File: src/rtl/mffd_pkg.sv
package mffd_pkg;

	// encoder resolution, one full turn in counts
	localparam int ANGLE_STEPS = 8192;
	localparam int ANGLE_W     = $clog2(ANGLE_STEPS);
	localparam logic [ANGLE_W-1:0] HALF_TURN = ANGLE_W'(ANGLE_STEPS / 2);

	localparam int TURNS_W    = 48;
	localparam int POSITION_W = TURNS_W + ANGLE_W;
	localparam int ID_W       = 11;
	localparam int BYTE_W     = 8;
	localparam int HALF_W     = 16;
	localparam int INDEX_W    = 4;
	localparam int TICKS_W    = 16;

	// apb register file
	localparam int APB_DATA_W = 32;
	localparam int REG_IDX_W  = 3;
	localparam int PADDR_W    = REG_IDX_W + 2;

	typedef enum logic [REG_IDX_W-1:0] {
		REG_MOTOR_INDEX      = 3'd0,
		REG_INVERT           = 3'd1,
		REG_ALT_TYPE         = 3'd2,
		REG_ALT_BASE_ID      = 3'd3,
		REG_STD_BASE_ID      = 3'd4,
		REG_DISCONNECT_TICKS = 3'd5
	} reg_idx_t;

	localparam logic [INDEX_W-1:0] RST_MOTOR_INDEX      = 4'd1;
	localparam logic               RST_INVERT           = 1'b0;
	localparam logic               RST_ALT_TYPE         = 1'b0;
	localparam logic [ID_W-1:0]    RST_ALT_BASE_ID      = 11'd516;
	localparam logic [ID_W-1:0]    RST_STD_BASE_ID      = 11'd512;
	localparam logic [TICKS_W-1:0] RST_DISCONNECT_TICKS = 16'd100;

	// input opcodes
	localparam logic OPC_FRAME = 1'b0;
	localparam logic OPC_TICK  = 1'b1;

	typedef struct packed {
		logic [INDEX_W-1:0] motor_index;
		logic               invert;
		logic               alt_type;
		logic [ID_W-1:0]    alt_base_id;
		logic [ID_W-1:0]    std_base_id;
		logic [TICKS_W-1:0] disconnect_ticks;
	} cfg_t;

	typedef enum logic [1:0] {
		KIND_NOMATCH = 2'd0,
		KIND_FRAME   = 2'd1,
		KIND_TICK    = 2'd2
	} item_kind_t;

	// one classified word as held in the queue
	typedef struct packed {
		item_kind_t         kind;
		logic [ANGLE_W-1:0] angle;
		logic [HALF_W-1:0]  speed;
		logic [HALF_W-1:0]  torque;
		logic [BYTE_W-1:0]  temp;
		logic [TICKS_W-1:0] reload;
	} entry_t;

	localparam int QUEUE_DEPTH = 2;
	localparam int QPTR_W      = $clog2(QUEUE_DEPTH);
	localparam int QCNT_W      = $clog2(QUEUE_DEPTH + 1);

endpackage

File: src/rtl/motor_feedback_frame_decoder.sv
// motor feedback frame decoder
// path: an accepted input word is written to a queue slot, then its result is registered
// throughput: one word per cycle while no stall is raised; the two-entry queue absorbs output stall
// reset (arst_n low, asynchronous): registers return to their defaults, tracking state
// and countdown clear (motor offline), queue and output register empty
module motor_feedback_frame_decoder (
	input  logic                                   clk,
	input  logic                                   arst_n,

	// apb register port
	input  logic                                   psel,
	input  logic                                   penable,
	input  logic                                   pwrite,
	input  logic [mffd_pkg::PADDR_W-1:0]           paddr,
	input  logic [mffd_pkg::APB_DATA_W-1:0]        pwdata,
	output logic [mffd_pkg::APB_DATA_W-1:0]        prdata,
	output logic                                   pready,

	// input word: a received frame or a time tick
	input  logic                                   in_valid,
	output logic                                   in_stall,
	input  logic                                   opcode,
	input  logic [mffd_pkg::ID_W-1:0]              frame_id,
	input  logic [mffd_pkg::BYTE_W-1:0]            byte0,
	input  logic [mffd_pkg::BYTE_W-1:0]            byte1,
	input  logic [mffd_pkg::BYTE_W-1:0]            byte2,
	input  logic [mffd_pkg::BYTE_W-1:0]            byte3,
	input  logic [mffd_pkg::BYTE_W-1:0]            byte4,
	input  logic [mffd_pkg::BYTE_W-1:0]            byte5,
	input  logic [mffd_pkg::BYTE_W-1:0]            byte6,

	// result word: state after each input word
	output logic                                   out_valid,
	input  logic                                   out_stall,
	output logic                                   frame_used,
	output logic [mffd_pkg::ANGLE_W-1:0]           angle,
	output logic signed [mffd_pkg::TURNS_W-1:0]    turns,
	output logic signed [mffd_pkg::POSITION_W-1:0] position,
	output logic signed [mffd_pkg::HALF_W-1:0]     shaft_speed,
	output logic signed [mffd_pkg::HALF_W-1:0]     torque_current,
	output logic signed [mffd_pkg::BYTE_W-1:0]     temperature,
	output logic                                   online
);

	mffd_pkg::cfg_t   cfg_q;
	mffd_pkg::entry_t push_entry;
	mffd_pkg::entry_t head_entry;
	logic             push;
	logic             pop;
	logic             q_full;
	logic             q_not_empty;
	logic [mffd_pkg::REG_IDX_W-1:0] reg_idx;
	logic             wr_en;

	// ---------------------------------------------------------------
	// register file: word-aligned, index in paddr above the byte lanes
	// ---------------------------------------------------------------
	assign pready  = 1'b1;
	assign reg_idx = paddr[mffd_pkg::PADDR_W-1:2];
	assign wr_en   = psel && penable && pwrite && pready;

	always_ff @(posedge clk or negedge arst_n) begin
		if (!arst_n) begin
			cfg_q.motor_index      <= mffd_pkg::RST_MOTOR_INDEX;
			cfg_q.invert           <= mffd_pkg::RST_INVERT;
			cfg_q.alt_type         <= mffd_pkg::RST_ALT_TYPE;
			cfg_q.alt_base_id      <= mffd_pkg::RST_ALT_BASE_ID;
			cfg_q.std_base_id      <= mffd_pkg::RST_STD_BASE_ID;
			cfg_q.disconnect_ticks <= mffd_pkg::RST_DISCONNECT_TICKS;
		end else if (wr_en) begin
			// unused register slots swallow the write
			unique case (reg_idx)
				mffd_pkg::REG_MOTOR_INDEX:
					cfg_q.motor_index <= pwdata[mffd_pkg::INDEX_W-1:0];
				mffd_pkg::REG_INVERT:
					cfg_q.invert <= pwdata[0];
				mffd_pkg::REG_ALT_TYPE:
					cfg_q.alt_type <= pwdata[0];
				mffd_pkg::REG_ALT_BASE_ID:
					cfg_q.alt_base_id <= pwdata[mffd_pkg::ID_W-1:0];
				mffd_pkg::REG_STD_BASE_ID:
					cfg_q.std_base_id <= pwdata[mffd_pkg::ID_W-1:0];
				mffd_pkg::REG_DISCONNECT_TICKS:
					cfg_q.disconnect_ticks <= pwdata[mffd_pkg::TICKS_W-1:0];
				default: begin
				end
			endcase
		end
	end

	always_comb begin
		prdata = '0;
		unique case (reg_idx)
			mffd_pkg::REG_MOTOR_INDEX:
				prdata[mffd_pkg::INDEX_W-1:0] = cfg_q.motor_index;
			mffd_pkg::REG_INVERT:
				prdata[0] = cfg_q.invert;
			mffd_pkg::REG_ALT_TYPE:
				prdata[0] = cfg_q.alt_type;
			mffd_pkg::REG_ALT_BASE_ID:
				prdata[mffd_pkg::ID_W-1:0] = cfg_q.alt_base_id;
			mffd_pkg::REG_STD_BASE_ID:
				prdata[mffd_pkg::ID_W-1:0] = cfg_q.std_base_id;
			mffd_pkg::REG_DISCONNECT_TICKS:
				prdata[mffd_pkg::TICKS_W-1:0] = cfg_q.disconnect_ticks;
			default: begin
			end
		endcase
	end

	// ---------------------------------------------------------------
	// front: id match and payload decode, straight into the queue
	// ---------------------------------------------------------------
	mffd_front u_front (
		.in_valid (in_valid),
		.in_stall (in_stall),
		.opcode   (opcode),
		.frame_id (frame_id),
		.byte0    (byte0),
		.byte1    (byte1),
		.byte2    (byte2),
		.byte3    (byte3),
		.byte4    (byte4),
		.byte5    (byte5),
		.byte6    (byte6),
		.cfg      (cfg_q),
		.q_full   (q_full),
		.q_push   (push),
		.q_entry  (push_entry)
	);

	// two-entry queue decouples input stall from output stall
	mffd_queue u_queue (
		.clk        (clk),
		.arst_n     (arst_n),
		.push       (push),
		.push_entry (push_entry),
		.full       (q_full),
		.pop        (pop),
		.not_empty  (q_not_empty),
		.head       (head_entry)
	);

	// ---------------------------------------------------------------
	// back: turn tracking, countdown and the result register
	// ---------------------------------------------------------------
	mffd_back u_back (
		.clk            (clk),
		.arst_n         (arst_n),
		.q_not_empty    (q_not_empty),
		.q_head         (head_entry),
		.q_pop          (pop),
		.out_valid      (out_valid),
		.out_stall      (out_stall),
		.frame_used     (frame_used),
		.angle          (angle),
		.turns          (turns),
		.position       (position),
		.shaft_speed    (shaft_speed),
		.torque_current (torque_current),
		.temperature    (temperature),
		.online         (online)
	);

endmodule

File: src/rtl/mffd_front.sv
module mffd_front (
	input  logic                          in_valid,
	output logic                          in_stall,
	input  logic                          opcode,
	input  logic [mffd_pkg::ID_W-1:0]     frame_id,
	input  logic [mffd_pkg::BYTE_W-1:0]   byte0,
	input  logic [mffd_pkg::BYTE_W-1:0]   byte1,
	input  logic [mffd_pkg::BYTE_W-1:0]   byte2,
	input  logic [mffd_pkg::BYTE_W-1:0]   byte3,
	input  logic [mffd_pkg::BYTE_W-1:0]   byte4,
	input  logic [mffd_pkg::BYTE_W-1:0]   byte5,
	input  logic [mffd_pkg::BYTE_W-1:0]   byte6,
	input  mffd_pkg::cfg_t                cfg,
	input  logic                          q_full,
	output logic                          q_push,
	output mffd_pkg::entry_t              q_entry
);

	logic [mffd_pkg::ID_W-1:0]    base_id;
	logic [mffd_pkg::ID_W:0]      want_id;
	logic                         id_hit;
	logic [mffd_pkg::HALF_W-1:0]  raw_angle;
	logic [mffd_pkg::HALF_W-1:0]  raw_speed;
	logic [mffd_pkg::HALF_W-1:0]  raw_torque;
	logic [mffd_pkg::ANGLE_W-1:0] ang;

	// sum compared at full width, so an overflowing id never matches
	assign base_id = cfg.alt_type ? cfg.alt_base_id : cfg.std_base_id;
	assign want_id = {1'b0, base_id} + {{(mffd_pkg::ID_W + 1 - mffd_pkg::INDEX_W){1'b0}},
		cfg.motor_index};
	assign id_hit  = ({1'b0, frame_id} == want_id);

	assign raw_angle  = {byte0, byte1};
	assign raw_speed  = {byte2, byte3};
	assign raw_torque = {byte4, byte5};
	assign ang        = raw_angle[mffd_pkg::ANGLE_W-1:0];

	always_comb begin
		q_entry.kind   = mffd_pkg::KIND_NOMATCH;
		if (opcode == mffd_pkg::OPC_TICK) begin
			q_entry.kind = mffd_pkg::KIND_TICK;
		end else if (id_hit) begin
			q_entry.kind = mffd_pkg::KIND_FRAME;
		end
		// mirror is steps-1-angle, i.e. bitwise complement
		q_entry.angle  = cfg.invert ? ~ang : ang;
		q_entry.speed  = cfg.invert ? (~raw_speed + 16'd1) : raw_speed;
		q_entry.torque = cfg.invert ? (~raw_torque + 16'd1) : raw_torque;
		q_entry.temp   = cfg.alt_type ? byte6 : '0;
		q_entry.reload = cfg.disconnect_ticks;
	end

	assign in_stall = q_full;
	assign q_push   = in_valid && !q_full;

endmodule

File: src/rtl/mffd_queue.sv
module mffd_queue (
	input  logic              clk,
	input  logic              arst_n,
	input  logic              push,
	input  mffd_pkg::entry_t  push_entry,
	output logic              full,
	input  logic              pop,
	output logic              not_empty,
	output mffd_pkg::entry_t  head
);

	mffd_pkg::entry_t               slot_q [mffd_pkg::QUEUE_DEPTH];
	logic [mffd_pkg::QPTR_W-1:0]    wr_ptr_q;
	logic [mffd_pkg::QPTR_W-1:0]    rd_ptr_q;
	logic [mffd_pkg::QCNT_W-1:0]    count_q;

	localparam logic [mffd_pkg::QPTR_W-1:0] LAST_PTR =
		mffd_pkg::QPTR_W'(mffd_pkg::QUEUE_DEPTH - 1);
	localparam logic [mffd_pkg::QCNT_W-1:0] FULL_CNT =
		mffd_pkg::QCNT_W'(mffd_pkg::QUEUE_DEPTH);

	assign full      = (count_q == FULL_CNT);
	assign not_empty = (count_q != '0);
	assign head      = slot_q[rd_ptr_q];

	always_ff @(posedge clk) begin
		if (push) begin
			slot_q[wr_ptr_q] <= push_entry;
		end
	end

	always_ff @(posedge clk or negedge arst_n) begin
		if (!arst_n) begin
			wr_ptr_q <= '0;
			rd_ptr_q <= '0;
			count_q  <= '0;
		end else begin
			if (push) begin
				wr_ptr_q <= (wr_ptr_q == LAST_PTR) ? '0 : wr_ptr_q + 1'b1;
			end
			if (pop) begin
				rd_ptr_q <= (rd_ptr_q == LAST_PTR) ? '0 : rd_ptr_q + 1'b1;
			end
			if (push && !pop) begin
				count_q <= count_q + 1'b1;
			end else if (pop && !push) begin
				count_q <= count_q - 1'b1;
			end
		end
	end

endmodule

File: src/rtl/mffd_back.sv
module mffd_back (
	input  logic                            clk,
	input  logic                            arst_n,
	input  logic                            q_not_empty,
	input  mffd_pkg::entry_t                q_head,
	output logic                            q_pop,
	output logic                            out_valid,
	input  logic                            out_stall,
	output logic                            frame_used,
	output logic [mffd_pkg::ANGLE_W-1:0]    angle,
	output logic signed [mffd_pkg::TURNS_W-1:0]    turns,
	output logic signed [mffd_pkg::POSITION_W-1:0] position,
	output logic signed [mffd_pkg::HALF_W-1:0]     shaft_speed,
	output logic signed [mffd_pkg::HALF_W-1:0]     torque_current,
	output logic signed [mffd_pkg::BYTE_W-1:0]     temperature,
	output logic                            online
);

	// tracking state doubles as the output register: it only moves when a word is taken
	logic                             out_valid_q;
	logic                             used_q;
	logic [mffd_pkg::ANGLE_W-1:0]     last_angle_q;
	logic [mffd_pkg::TURNS_W-1:0]     rev_q;
	logic [mffd_pkg::HALF_W-1:0]      speed_q;
	logic [mffd_pkg::HALF_W-1:0]      torque_q;
	logic [mffd_pkg::BYTE_W-1:0]      temp_q;
	logic [mffd_pkg::TICKS_W-1:0]     ticks_q;
	logic                             running_q;

	logic wrap_fwd;
	logic wrap_back;
	logic ticking;

	assign q_pop = q_not_empty && (!out_valid_q || !out_stall);

	assign wrap_fwd  = (last_angle_q > q_head.angle) &&
		((last_angle_q - q_head.angle) > mffd_pkg::HALF_TURN);
	assign wrap_back = (q_head.angle > last_angle_q) &&
		((q_head.angle - last_angle_q) > mffd_pkg::HALF_TURN);
	assign ticking   = running_q && (ticks_q != '0);

	always_ff @(posedge clk or negedge arst_n) begin
		if (!arst_n) begin
			out_valid_q  <= 1'b0;
			used_q       <= 1'b0;
			last_angle_q <= '0;
			rev_q        <= '0;
			speed_q      <= '0;
			torque_q     <= '0;
			temp_q       <= '0;
			ticks_q      <= '0;
			running_q    <= 1'b0;
		end else begin
			if (q_pop) begin
				out_valid_q <= 1'b1;
			end else if (!out_stall) begin
				out_valid_q <= 1'b0;
			end
			if (q_pop) begin
				used_q <= (q_head.kind == mffd_pkg::KIND_FRAME);
				unique case (q_head.kind)
					mffd_pkg::KIND_FRAME: begin
						last_angle_q <= q_head.angle;
						speed_q      <= q_head.speed;
						torque_q     <= q_head.torque;
						temp_q       <= q_head.temp;
						ticks_q      <= q_head.reload;
						running_q    <= 1'b1;
						if (wrap_fwd) begin
							rev_q <= rev_q + 1'b1;
						end else if (wrap_back) begin
							rev_q <= rev_q - 1'b1;
						end
					end
					mffd_pkg::KIND_TICK: begin
						if (ticking) begin
							ticks_q <= ticks_q - 1'b1;
						end
					end
					default: begin
					end
				endcase
			end
		end
	end

	assign out_valid      = out_valid_q;
	assign frame_used     = used_q;
	assign angle          = last_angle_q;
	assign turns          = rev_q;
	// steps per turn is a power of two, so the product is a plain concatenation
	assign position       = {rev_q, last_angle_q};
	assign shaft_speed    = speed_q;
	assign torque_current = torque_q;
	assign temperature    = temp_q;
	assign online         = ticking;

endmodule

File: config.mk
export PLATFORM = sky130hd
export DESIGN_NAME = motor_feedback_frame_decoder
export DESIGN_NICKNAME = d
export VERILOG_FILES = /design/src/rtl/mffd_pkg.sv /design/src/rtl/motor_feedback_frame_decoder.sv /design/src/rtl/mffd_front.sv /design/src/rtl/mffd_queue.sv /design/src/rtl/mffd_back.sv
export SDC_FILE = /design/constraint.sdc
export NUM_CORES = 1
export LEC_CHECK = 0
export ABC_AREA = 1
export BUFFER_PORTS_ARGS = -buffer_cell sky130_fd_sc_hd__buf_2
export CORE_MARGIN = 3
export CORE_UTILIZATION = 58
export CTS_CLUSTER_DIAMETER = 100
export CTS_CLUSTER_SIZE = 12
export DETAILED_ROUTE_END_ITERATION = 8
export GPL_ROUTABILITY_DRIVEN = 0
export PLACE_DENSITY = 0.81
export SLEW_MARGIN = 20
export SYNTH_ARGS = -nofsm -noshare
export SYNTH_HDL_FRONTEND = slang
export SYNTH_HIERARCHICAL = 1
export SYNTH_SLANG_ARGS = --single-unit
File: constraint.sdc
create_clock -name clk -period 5.13 [get_ports clk]
set_input_delay 1.026 -clock clk [delete_from_list [all_inputs] [get_ports clk]]
set_output_delay 1.026 -clock clk [all_outputs]
set_load 0.1 [all_outputs]
==> key figures <==
Run status
  • Status: finished clean

Global route
  • Global-route wire length before repair: roughly 76000 um
  • Initial antenna violation count: 1
  • Largest net degree at the start of global routing: approximately 100
  • Number of global-route vias before repair: 16100
  • GRT Resource Usage Total: 25.4%
  • GRT overflow: 0

STA
  • Total negative slack: 0 ps
  • Final Max Slew Viols: 0
  • Worst-margin pin slew: slightly above 1000 ps
  • Fin. Hold Viols: 0
  • Final setup fails: 0
  • Worst slew margin: 32.9%
  • Min cycle time layout: roughly 4800 ps
  • Layout Skew: 14.2 ps
  • Period Utilization, post-route: between 90% and 100%
  • F_max: roughly 210 MHz
  • Final WS setup: around 330 ps
  • RSZ-0062 raised after global routing: no

Synthesis
  • Syn. warnings: 6
  • Top area cells in the synthesized netlist: edfxtp_1 (21%), dfrtp_1 (20%), nand2_1 (14%)
  • Yosys cell types: about 50
  • Post-synth top area share: 21.5%
  • Leading area contributor after synthesis: edfxtp_1
  • Post-synthesis sequential area ratio: a little over two fifths
  • Syn avg cell area: ~8.3 um^2
  • Mapped cell area: 19800 um^2
  • FF+latch count, synth: between 300 and 400
  • Cells after synthesis: between 2000 and 2500

Place
  • Dpl hpwl: 34900 um
  • Pre-CTS WS: 172 ps
  • Placed cells: around 3000
  • PortBufs: roughly 270

Route
  • Metal3 WL: between 3000 and 4000 um
  • DRC Markers: 0
  • Top Layer Used: met4
  • Total number of vias: about 17000
  • Met2 routed WL: ~24000 um
  • DRT Pass-1 Iters: 6
  • Met1 WL: approximately 19000 um
  • Via-to-Cell Ratio: about 5.4
  • Final ANT Viol Nets: 0
  • Final WL: 47300 um
  • Wire per inst: 15.4 um
  • Iteration-0 DRC Markers: about 1200

Clock tree
  • H-tree level count: 1
  • CTS tree: yes
  • Clock Path Buffers: 3
  • CTS Sinks: 310
  • Worst-path clk slew: about 70 ps
  • CTS buffer count: 29
  • Clock root buffer: clkbuf_16
  • Later-pin clock latency in the skew report: 570 ps

Critical path
  • Startpoint types: flip-flop
  • Req. time, crit path: roughly 5600 ps
  • Worst Path Buf+Inv: 3
  • CP cell instances: mux2_4 -> ha_1 -> inv_1 -> fa_2 -> inv_1 -> nand2_1 -> a21oi_1 -> nand3_1 -> nor2_1 -> nand3_1 -> nor2_1 -> nand2_1 -> nand2_2 -> buf_4 -> ha_1 -> a21oi_1 -> nand2_1 -> a21oi_2 -> o21ai_1 -> a21oi_2 -> xor2_1 -> o21ai_1
  • R2R cell count: 22
  • CP max stage cell: dfrtp_4
  • Most frequent CP cell: nand2_1
  • Critical path depth in cells: 22
  • Kind of critical path: flip-flop to flip-flop
  • Critical Path Max Stage Delay: between 500 and 600 ps
  • Worst Setup End Kind: flip-flop
  • CP arrival: roughly 5300 ps
  • Crit path max fanout: 15
  • Cell family with most CP delay: compound AO/OA/AOI/OAI gates

Floorplanning
  • Starting Density: between 50% and 60%
  • CORE AREA: between 30000 and 40000 um^2
  • IO Count: 311
  • Die Footprint: around 36000 um^2
  • Die Y: roughly 190 um
  • Chip width: roughly 190 um
  • Row cnt: 67

Final layout
  • Register area: roughly 8500 um^2
  • Final cell count without fillers: ~3000
  • Commonest non-fill, non-tap cell in the layout: nand2_1
  • Area occupied by multi-input gates: ~9400 um^2
  • # nets final: 2788
  • Commonest non-fill, non-tap cells in the layout: nand2_1 (716), buf_2 (271), inv_1 (264)
  • P&R area growth vs syn: 10.1%
  • Share of cells above drive strength 1: 18.0%
  • Fill cells: around 2800

Flow run
  • Max Cap Viol: 0

Worst hold path
  • Hold path cells: 2
  • Worst Hold Class: flip-flop to flip-flop
cell usage after synthesis (all sizes together):
master and instances:
nand2 731, inv 269, o21ai 189, nor2 188, dfrtp 161, edfxtp 142, buf 131, nand3 116
a21oi 103, ha 80, mux2 71, xor2 57, xnor2 37, clkbuf 23, nand4 18, nor3 18
o21bai 15, a21o 7, dfstp 7, a31oi 6, nand3b 6, nor4 5, a21boi 4, o211ai 4
fa 3, o31ai 3, or2 3, a211oi 2, conb 2, and2 1, clkinv 1, o22a 1
o311ai 1
worst paths after layout:
| path | start | to | slack (ps) |
|---|---|---|---|
| max reg2reg | u_queue/rd_ptr_q | u_back/turns[25] | 330 |
| min reg2reg | u_back/running_q | u_back/running_q | 460 |
| min | u_back/running_q | u_back/running_q | 460 |
| min in group asynchronous | arst_n | u_back/angle[0] | 490 |
| max | u_queue/rd_ptr_q | u_back/turns[25] | 330 |
| max in group asynchronous | arst_n | u_back/shaft_speed[5] | 3340 |
metrics by stage:
step | util (%) | hold slack [ps] | instance area [um^2]
after global routing | 65.0 | 493 | 21900
after global placement | 62.1 | 436 | 20900
after CTS | 64.6 | 462 | 21700
after floorplan | - | 423 | 19900
final | 65.0 | 457 | 21900
after detailed placement | 62.1 | 445 | 20900
flip-flops by register name, indices dropped and copies added, names as in the netlist, 2 cells and up:
| name | flops |
|---|---|
| u_back/shaft_speed | 16 |
| u_back/torque_current | 16 |
| u_back/temperature | 8 |
| u_back/turns | 48 |
| cfg_q | 44 |
| u_queue/slot_q | 142 |
| u_back/ticks_q | 16 |
| u_queue/count_q | 2 |
| u_back/angle | 13 |
worst reg2reg max path, stage by stage (launching register included):
cell	delay [ps]
dfrtp_4	570
mux2_4	360
ha_1	180
inv_1	120
fa_2	450
inv_1	60
nand2_1	40
a21oi_1	130
nand3_1	90
nor2_1	100
nand3_1	90
nor2_1	100
nand2_1	100
nand2_2	160
buf_4	250
ha_1	310
a21oi_1	320
nand2_1	240
a21oi_2	290
o21ai_1	200
a21oi_2	290
xor2_1	160
o21ai_1	80
repair_timing:
item,CTS,global route
hold buffers,0,0
buffers inserted,0,5
resized for setup,0,26
endpoints found under the setup margin,0,27
per-layer routing:
metal	global-route usage, %	vias up
met1	31.1	7713
met4	8.75	0
met2	46.0	639
met5	0	-
li1	-	8073
met3	3.43	137
layout make-up:
type | count | area share (%)
repair buffers | 296 | 7.17
diodes | 1 | 0.0114
clock inverters | 1 | 0.0916
inverters | 270 | 4.65
well taps | 448 | 2.56
flip-flops and latches | 310 | 38.8
multi-input cells | 1686 | 42.9
clock buffers | 53 | 3.78
kinds of logic after synthesis:
kind of cell | count (synthesis) | synth area share, %
fa+ha+maj | 83 | 5.35
buf+inv | 424 | 10.8
compound gates | 335 | 9.06
xor+xnor | 94 | 4.15
flops | 310 | 42.7
simple gates | 1086 | 22.5
mux | 71 | 5.33
other cells | 2 | 0.0378
Power is not shown: default switching activity piles up to over one toggle a cycle in this logic, so the estimate is an artifact.
